--- src/pidst_pkg.sv ---
// Shared widths, constants, register indexes and stage types of the PID step unit.
// No dependencies.
package pidst_pkg;

    localparam int MEAS_W      = 16;
    localparam int GAIN_W      = 16;
    localparam int LIMIT_W     = 26;
    localparam int DRIVE_W     = 16;
    localparam int ERR_W       = MEAS_W + 1;
    localparam int PROD_W      = GAIN_W + ERR_W - 1;
    localparam int ISUM_W      = PROD_W + 1;
    localparam int PRE_W       = PROD_W + 2;
    localparam int CFG_IDX_W   = 3;
    localparam int CFG_DATA_W  = LIMIT_W;
    localparam int SCALE_SHIFT = 10;

    localparam logic signed [GAIN_W-1:0]  GAIN_P_RST     = 16'sd8192;
    localparam logic signed [GAIN_W-1:0]  GAIN_I_RST     = 16'sd512;
    localparam logic signed [GAIN_W-1:0]  GAIN_D_RST     = 16'sd24576;
    localparam logic signed [MEAS_W-1:0]  SETPOINT_RST   = '0;
    localparam logic signed [LIMIT_W-1:0] LIMIT_LOW_RST  = -26'sd261120;
    localparam logic signed [LIMIT_W-1:0] LIMIT_HIGH_RST = 26'sd261120;

    typedef enum logic [CFG_IDX_W-1:0] {
        REG_GAIN_P      = 3'd0,
        REG_GAIN_I      = 3'd1,
        REG_GAIN_D      = 3'd2,
        REG_SETPOINT    = 3'd3,
        REG_LOOP_ENABLE = 3'd4,
        REG_LIMIT_LOW   = 3'd5,
        REG_LIMIT_HIGH  = 3'd6
    } reg_index_t;

    typedef struct packed {
        logic signed [GAIN_W-1:0]  gain_p;
        logic signed [GAIN_W-1:0]  gain_i;
        logic signed [GAIN_W-1:0]  gain_d;
        logic signed [MEAS_W-1:0]  setpoint;
        logic                      loop_enable;
        logic signed [LIMIT_W-1:0] limit_low;
        logic signed [LIMIT_W-1:0] limit_high;
    } cfg_t;

    typedef struct packed {
        logic                     en;
        logic signed [PROD_W-1:0] p_term;
        logic signed [PROD_W-1:0] i_term;
        logic signed [PROD_W-1:0] d_term;
    } prod_t;

endpackage

--- src/pidst_cfg_regs.sv ---
// Configuration register file of the PID step unit.
// Depends on pidst_pkg for the register indexes, reset values and cfg_t.
module pidst_cfg_regs
    import pidst_pkg::*;
(
    input  logic                  clk,
    input  logic                  rst_n,
    input  logic                  cfg_wr_en,
    input  logic [CFG_IDX_W-1:0]  cfg_index,
    input  logic [CFG_DATA_W-1:0] cfg_data,
    output cfg_t                  cfg
);

    cfg_t cfg_reg;

    always_ff @(posedge clk or negedge rst_n)
    begin
        if (!rst_n)
        begin
            cfg_reg.gain_p      <= GAIN_P_RST;
            cfg_reg.gain_i      <= GAIN_I_RST;
            cfg_reg.gain_d      <= GAIN_D_RST;
            cfg_reg.setpoint    <= SETPOINT_RST;
            cfg_reg.loop_enable <= 1'b0;
            cfg_reg.limit_low   <= LIMIT_LOW_RST;
            cfg_reg.limit_high  <= LIMIT_HIGH_RST;
        end
        else if (cfg_wr_en)
        begin
            unique case (reg_index_t'(cfg_index))
                REG_GAIN_P:      cfg_reg.gain_p      <= cfg_data[GAIN_W-1:0];
                REG_GAIN_I:      cfg_reg.gain_i      <= cfg_data[GAIN_W-1:0];
                REG_GAIN_D:      cfg_reg.gain_d      <= cfg_data[GAIN_W-1:0];
                REG_SETPOINT:    cfg_reg.setpoint    <= cfg_data[MEAS_W-1:0];
                REG_LOOP_ENABLE: cfg_reg.loop_enable <= cfg_data[0];
                REG_LIMIT_LOW:   cfg_reg.limit_low   <= cfg_data[LIMIT_W-1:0];
                REG_LIMIT_HIGH:  cfg_reg.limit_high  <= cfg_data[LIMIT_W-1:0];
                default:         ;
            endcase
        end
    end

    assign cfg = cfg_reg;

endmodule

--- src/pidst_prod_stage.sv ---
// Input register and product stage: error, measurement step and the three gain products.
// Depends on pidst_pkg for widths, cfg_t and prod_t.
module pidst_prod_stage
    import pidst_pkg::*;
(
    input  logic                     clk,
    input  logic                     rst_n,
    input  cfg_t                     cfg,
    input  logic                     in_valid,
    output logic                     in_ready,
    input  logic signed [MEAS_W-1:0] measurement,
    output logic                     prod_valid,
    input  logic                     prod_ready,
    output prod_t                    prod
);

    logic                     in_vld_reg;
    logic                     in_vld_next;
    logic signed [MEAS_W-1:0] meas_reg;
    logic                     en_reg;
    logic                     prod_vld_reg;
    logic                     prod_vld_next;
    prod_t                    prod_reg;
    prod_t                    prod_next;
    logic signed [MEAS_W-1:0] prev_meas_reg;
    logic signed [ERR_W-1:0]  err;
    logic signed [ERR_W-1:0]  dmeas;
    logic                     in_load;
    logic                     prod_take;
    logic                     prod_load;

    assign prod_take = !prod_vld_reg || prod_ready;
    assign in_ready  = !in_vld_reg || prod_take;
    assign in_load   = in_valid && in_ready;
    assign prod_load = in_vld_reg && prod_take;

    assign in_vld_next   = in_load || (in_vld_reg && !prod_take);
    assign prod_vld_next = prod_load || (prod_vld_reg && !prod_ready);

    always_comb
    begin
        err   = ERR_W'(cfg.setpoint) - ERR_W'(meas_reg);
        dmeas = ERR_W'(meas_reg) - ERR_W'(prev_meas_reg);
        prod_next.en     = en_reg;
        prod_next.p_term = PROD_W'(cfg.gain_p) * PROD_W'(err);
        prod_next.i_term = PROD_W'(cfg.gain_i) * PROD_W'(err);
        prod_next.d_term = PROD_W'(cfg.gain_d) * PROD_W'(dmeas);
    end

    always_ff @(posedge clk or negedge rst_n)
    begin
        if (!rst_n)
        begin
            in_vld_reg    <= 1'b0;
            prod_vld_reg  <= 1'b0;
            prev_meas_reg <= '0;
        end
        else
        begin
            in_vld_reg   <= in_vld_next;
            prod_vld_reg <= prod_vld_next;
            // A disabled transaction leaves the previous measurement untouched.
            if (prod_load && en_reg)
            begin
                prev_meas_reg <= meas_reg;
            end
        end
    end

    always_ff @(posedge clk)
    begin
        if (in_load)
        begin
            meas_reg <= measurement;
            en_reg   <= cfg.loop_enable;
        end
        if (prod_load)
        begin
            prod_reg <= prod_next;
        end
    end

    assign prod_valid = prod_vld_reg;
    assign prod      = prod_reg;

endmodule

--- src/pidst_sum_stage.sv ---
// Integrator with anti-windup clamp, output sum, clamp, descaling and result register.
// Depends on pidst_pkg for widths, the scale shift, cfg_t and prod_t.
module pidst_sum_stage
    import pidst_pkg::*;
(
    input  logic                      clk,
    input  logic                      rst_n,
    input  cfg_t                      cfg,
    input  logic                      prod_valid,
    output logic                      prod_ready,
    input  prod_t                     prod,
    output logic                      out_valid,
    input  logic                      out_ready,
    output logic signed [DRIVE_W-1:0] drive,
    output logic                      disabled
);

    localparam logic signed [LIMIT_W-1:0] ROUND_BIAS = LIMIT_W'((1 << SCALE_SHIFT) - 1);
    localparam logic signed [LIMIT_W-1:0] DRIVE_MAX  = LIMIT_W'((1 << (DRIVE_W - 1)) - 1);
    localparam logic signed [LIMIT_W-1:0] DRIVE_MIN  = -LIMIT_W'(1 << (DRIVE_W - 1));

    logic signed [LIMIT_W-1:0] integral_reg;
    logic signed [LIMIT_W-1:0] integral_next;
    logic                      res_vld_reg;
    logic                      res_vld_next;
    logic signed [DRIVE_W-1:0] drive_reg;
    logic signed [DRIVE_W-1:0] drive_next;
    logic                      disabled_reg;
    logic signed [ISUM_W-1:0]  isum;
    logic signed [PRE_W-1:0]   pre;
    logic signed [LIMIT_W-1:0] pre_clamped;
    logic signed [LIMIT_W-1:0] biased;
    logic signed [LIMIT_W-1:0] descaled;
    logic                      load;

    // Upper limit first: inverted limits give limit_high above limit_high, else limit_low.
    function automatic logic signed [LIMIT_W-1:0] clamp_limits(
        input logic signed [PRE_W-1:0]   v,
        input logic signed [LIMIT_W-1:0] lo,
        input logic signed [LIMIT_W-1:0] hi
    );
        logic signed [LIMIT_W-1:0] r;
        if (v > PRE_W'(hi))
        begin
            r = hi;
        end
        else if (v < PRE_W'(lo))
        begin
            r = lo;
        end
        else
        begin
            r = v[LIMIT_W-1:0];
        end
        return r;
    endfunction

    assign prod_ready   = !res_vld_reg || out_ready;
    assign load         = prod_valid && prod_ready;
    assign res_vld_next = load || (res_vld_reg && !out_ready);

    always_comb
    begin
        isum          = ISUM_W'(integral_reg) + ISUM_W'(prod.i_term);
        integral_next = clamp_limits(PRE_W'(isum), cfg.limit_low, cfg.limit_high);
        pre           = PRE_W'(prod.p_term) + PRE_W'(integral_next) - PRE_W'(prod.d_term);
        pre_clamped   = clamp_limits(pre, cfg.limit_low, cfg.limit_high);
        // Adding the bias to negative values makes the arithmetic shift truncate toward zero.
        biased   = pre_clamped[LIMIT_W-1] ? pre_clamped + ROUND_BIAS : pre_clamped;
        descaled = biased >>> SCALE_SHIFT;
        if (!prod.en)
        begin
            drive_next = '0;
        end
        else if (descaled > DRIVE_MAX)
        begin
            drive_next = DRIVE_MAX[DRIVE_W-1:0];
        end
        else if (descaled < DRIVE_MIN)
        begin
            drive_next = DRIVE_MIN[DRIVE_W-1:0];
        end
        else
        begin
            drive_next = descaled[DRIVE_W-1:0];
        end
    end

    always_ff @(posedge clk or negedge rst_n)
    begin
        if (!rst_n)
        begin
            res_vld_reg  <= 1'b0;
            integral_reg <= '0;
        end
        else
        begin
            res_vld_reg <= res_vld_next;
            if (load && prod.en)
            begin
                integral_reg <= integral_next;
            end
        end
    end

    always_ff @(posedge clk)
    begin
        if (load)
        begin
            drive_reg    <= drive_next;
            disabled_reg <= !prod.en;
        end
    end

    assign out_valid = res_vld_reg;
    assign drive     = drive_reg;
    assign disabled  = disabled_reg;

endmodule

--- src/pid_controller_step_unit.sv ---
// PID step unit: derivative on measurement, integrator clamped to the output limits.
// Registers: input, product (three gain multipliers), then result, which drives out_valid.
// Throughput: one transaction per cycle unless out_ready stalls the output.
// Reset: rst_n clears the pipeline, the integrator and the previous measurement and
// loads the configuration registers with their defaults; the block is ready at once.
module pid_controller_step_unit
    import pidst_pkg::*;
(
    input  logic                      clk,
    input  logic                      rst_n,
    input  logic                      cfg_wr_en,
    input  logic [CFG_IDX_W-1:0]      cfg_index,
    input  logic [CFG_DATA_W-1:0]     cfg_data,
    input  logic                      in_valid,
    output logic                      in_ready,
    input  logic signed [MEAS_W-1:0]  measurement,
    output logic                      out_valid,
    input  logic                      out_ready,
    output logic signed [DRIVE_W-1:0] drive,
    output logic                      disabled
);

    cfg_t  cfg;
    prod_t prod;
    logic  prod_valid;
    logic  prod_ready;

    pidst_cfg_regs u_cfg_regs (
        .clk       (clk),
        .rst_n     (rst_n),
        .cfg_wr_en (cfg_wr_en),
        .cfg_index (cfg_index),
        .cfg_data  (cfg_data),
        .cfg       (cfg)
    );

    pidst_prod_stage u_prod_stage (
        .clk         (clk),
        .rst_n       (rst_n),
        .cfg         (cfg),
        .in_valid    (in_valid),
        .in_ready    (in_ready),
        .measurement (measurement),
        .prod_valid  (prod_valid),
        .prod_ready  (prod_ready),
        .prod        (prod)
    );

    pidst_sum_stage u_sum_stage (
        .clk        (clk),
        .rst_n      (rst_n),
        .cfg        (cfg),
        .prod_valid (prod_valid),
        .prod_ready (prod_ready),
        .prod       (prod),
        .out_valid  (out_valid),
        .out_ready  (out_ready),
        .drive      (drive),
        .disabled   (disabled)
    );

endmodule

--- config.mk ---
export PLATFORM = sky130hd
export DESIGN_NAME = pid_controller_step_unit
export DESIGN_NICKNAME = d
export VERILOG_FILES = /design/src/pidst_pkg.sv /design/src/pidst_cfg_regs.sv /design/src/pidst_prod_stage.sv /design/src/pidst_sum_stage.sv /design/src/pid_controller_step_unit.sv
export SDC_FILE = /design/constraint.sdc
export NUM_CORES = 2
export LEC_CHECK = 0
export BUFFER_PORTS_ARGS = -buffer_cell sky130_fd_sc_hd__clkbuf_2
export CAP_MARGIN = 20
export CORE_MARGIN = 1
export CORE_UTILIZATION = 40
export CTS_CLUSTER_DIAMETER = 60
export DETAILED_ROUTE_END_ITERATION = 10
export PLACE_DENSITY = 0.6
export SYNTH_ARGS = -nofsm -noshare
export SYNTH_HDL_FRONTEND = slang
export SYNTH_HIERARCHICAL = 1
export SYNTH_SLANG_ARGS = --single-unit
export TNS_END_PERCENT = 50
--- constraint.sdc ---
create_clock -name clk -period 14.75 [get_ports clk]
set_input_delay 0 -clock clk [delete_from_list [all_inputs] [get_ports clk]]
set_output_delay 0 -clock clk [all_outputs]
set_load 0.02 [all_outputs]
==> reports/results.tsv <==
metric	value	unit
Setup Viol. Count Final	0	
GR Overflow Total	0	
# rows	130	
Core Util, Final	0.436	
status	complete, no violations	
initial drt markers	1995	
Critical Path RT	15.15	ns
WL/cell	20.3	µm
Critical R2R Capture	u_sum_stage/drive[14]	
Tightest Hold Check Type	input pin to flip-flop	
Min-Delay Endpoint	u_cfg_regs/cfg[86]	
Die Ht	359	µm
TritonCTS buffer count	38	
Post-synth top cells	1164 x inv_1, 824 x fa_1, 526 x nand2_1	
Mapped Area	50900	µm²
#FFs+latches synth	293	
area of the multi-input gates	37900	µm²
TritonCTS clock tree	done	
Max Cap Violations	0	
largest net degree at the start of global routing	71	
Global Route Usage Sum	0.227	
post-synthesis cell count	5378	
Most used DFF post-synth	dfrtp_1	
CTS HTree Levels	2	
yosys synthesis warning count	6	
R2R cell count	47	
Fmax	79.1	MHz
DRC	0	
Root Buffer	clkbuf_16	
Tcrit/Tclk final	0.858	
hold path depth	3	
syn nets	6731	
most frequent cell after synthesis	inv_1	
Final WS setup	2.10	ns
crit path launch type	flip-flop	
Seq/Total Area, Yosys	0.157	
post-synthesis cell type count	106	
Largest register FFs	117	
io pins	69	
fin. max-slew vios	0	
Slew Limit Headroom	0.261	
reg2reg start	u_prod_stage/prod[32]	
crit path max fanout	26	
layout cells sized above 1	0.0781	
Sequential Area	8010	µm²
Clock Path Buffers	3	
Slowest-stage cell, CP	mux2i_1	
Area Growth Syn to Fin	7.72	%
number of I/O port buffers	68	
first-pass GRT wire length	226	mm
# nets final	6752	
Post-CTS Resized	0	
top post-synthesis cells by area	fa_1 32%, ha_1 12%, inv_1 8.6%	
core box area	126000	µm²
Vias/cell	5.20	
critical path class	flip-flop to flip-flop	
Crit. End Element	flip-flop	
worst slew pin tran	1.08	ns
register clock-pin slew on the reported worst setup and hold paths	0.06	ns
Fin. Hold Viols	0	
Avg Cell Area, Syn	9.47	µm²
vias in the first global route	38590	
Setup TNS Final	0	ns
Post-synth ARST share	0.553	
unrepaired setup endpoints after global routing	false	
DRT Wirelength	144	mm
CP most frequent cell	o21ai_0	
Layout Skew	0.0179	ns
Post-synth EDFFs	131	
GP Congestion	0.977	
Filler cells	12294	
die area	129000	µm²
pre-CTS WS	2.41	ns
r2r setup slk	2.10	ns
top-area cell type share of the netlist area	0.324	
clock sinks	293	
Antenna Violating Nets Remaining	0	
hpwl dp	116	mm
initial core utilization	0.405	
Synth area leader	fa_1	
initial antenna violation count	6	
die width	359	µm
DR vias	36830	
final worst path period need	12.65	ns
critical path arrival	13.05	ns
Critical Path Max Stage Delay	0.61	ns
Hold Crit Start	cfg_index[1]	
clk_lat worst skew	0.57	ns
drt first pass iters	5	
worst max-delay path, delay by kind of cell, from the launching register on:
family | cells | cell delay [ns]
flip-flops | 1 | 0.39
adder cells (fa/ha/maj) | 6 | 2.08
buffers and inverters | 2 | 0.49
XOR/XNOR | 2 | 0.39
AND/OR/NAND/NOR | 10 | 1.72
AO/OA/AOI/OAI | 26 | 6.78
multiplexers | 1 | 0.61
per-stage QoR:
step / cell area (µm²) / cells / hold slack [ns]
3_3_place_gp: 53100 / 6974 / -0.0479
6_report: 54900 / 7086 / 0.0368
3_5_place_dp: 53200 / 6975 / -0.0442
4_1_cts: 54900 / 7079 / 0.0107
5_1_grt: 54900 / 7080 / 0.0449
2_1_floorplan: 50900 / 5378 / -0.296
cell usage in the layout (no fill, tap or decap), types with 22 or more instances in the layout:
cell type      synthesis  layout
a21oi_1              166     165
a21o_1               111     111
dlygate4sd3_1          0      33
nor3_1                38      38
and2_1               313     312
o21bai_1              24      24
inv_1               1164    1164
a31oi_1               22      22
o21a_1                33      33
clkbuf_2               5      67
clkbuf_16              0      39
xnor2_1              164     154
nor2_1               165     162
mux2_2               131     131
ha_1                 479     479
o21ai_0              162     162
nand2_1              526     526
buf_4                  3      58
xor2_1                60      58
dfrtp_1              141     141
fa_1                 824     824
nand4_1               31      31
nor2b_1               94      94
nand3_1               55      55
mux2i_1               33      33
nand2b_1              50      50
edfxtp_1             131     131
cells by family (layout without fill, tap and decap cells):
kind of cell | count (synthesis) | after routing | synth area share
simple gates | 1360 | 1360 | 0.135
other cells | 0 | 7 | 0
xor+xnor | 225 | 225 | 0.0388
flops | 293 | 293 | 0.157
compound gates | 671 | 671 | 0.0865
buf+inv | 1344 | 1395 | 0.101
mux | 179 | 179 | 0.0395
fa+ha+maj | 1306 | 1306 | 0.442
worst max-delay path by stage:
stage	start	cells after the start	to	slack, ns
2_1_floorplan	u_prod_stage/prod[32]	44	u_sum_stage/drive[15]	4.26
3_3_place_gp	u_prod_stage/prod[32]	42	u_sum_stage/drive[7]	2.69
3_5_place_dp	u_prod_stage/prod[32]	47	u_sum_stage/drive[14]	2.41
4_1_cts	u_prod_stage/prod[32]	47	u_sum_stage/drive[14]	2.34
5_1_grt	u_prod_stage/prod[32]	49	u_sum_stage/drive[14]	1.15
6_report	u_prod_stage/prod[32]	47	u_sum_stage/drive[14]	2.10
layout make-up:
cell class | count | share of cell area
diodes | 7 | 0.000319
clock buffers | 43 | 0.0182
clock inverters | 27 | 0.00620
inverters | 1164 | 0.0796
multi-input cells | 3741 | 0.691
flip-flops and latches | 293 | 0.146
well taps | 1650 | 0.0376
repair buffers | 161 | 0.0208
timing repair:
item / CTS / global route
hold endpoints to repair: 97 / 0
hold buffers: 34 / 0
setup buffers: 0 / 0
routing by layer:
layer / global-route usage / part of all wire
met5: 0 / 0.00022
met4: 0.0828 / 0.039
met3: 0.0296 / 0.051
met2: 0.387 / 0.48
met1: 0.296 / 0.43
Power is not shown: default switching activity piles up to over one toggle a cycle in this logic, so the estimate is an artifact.
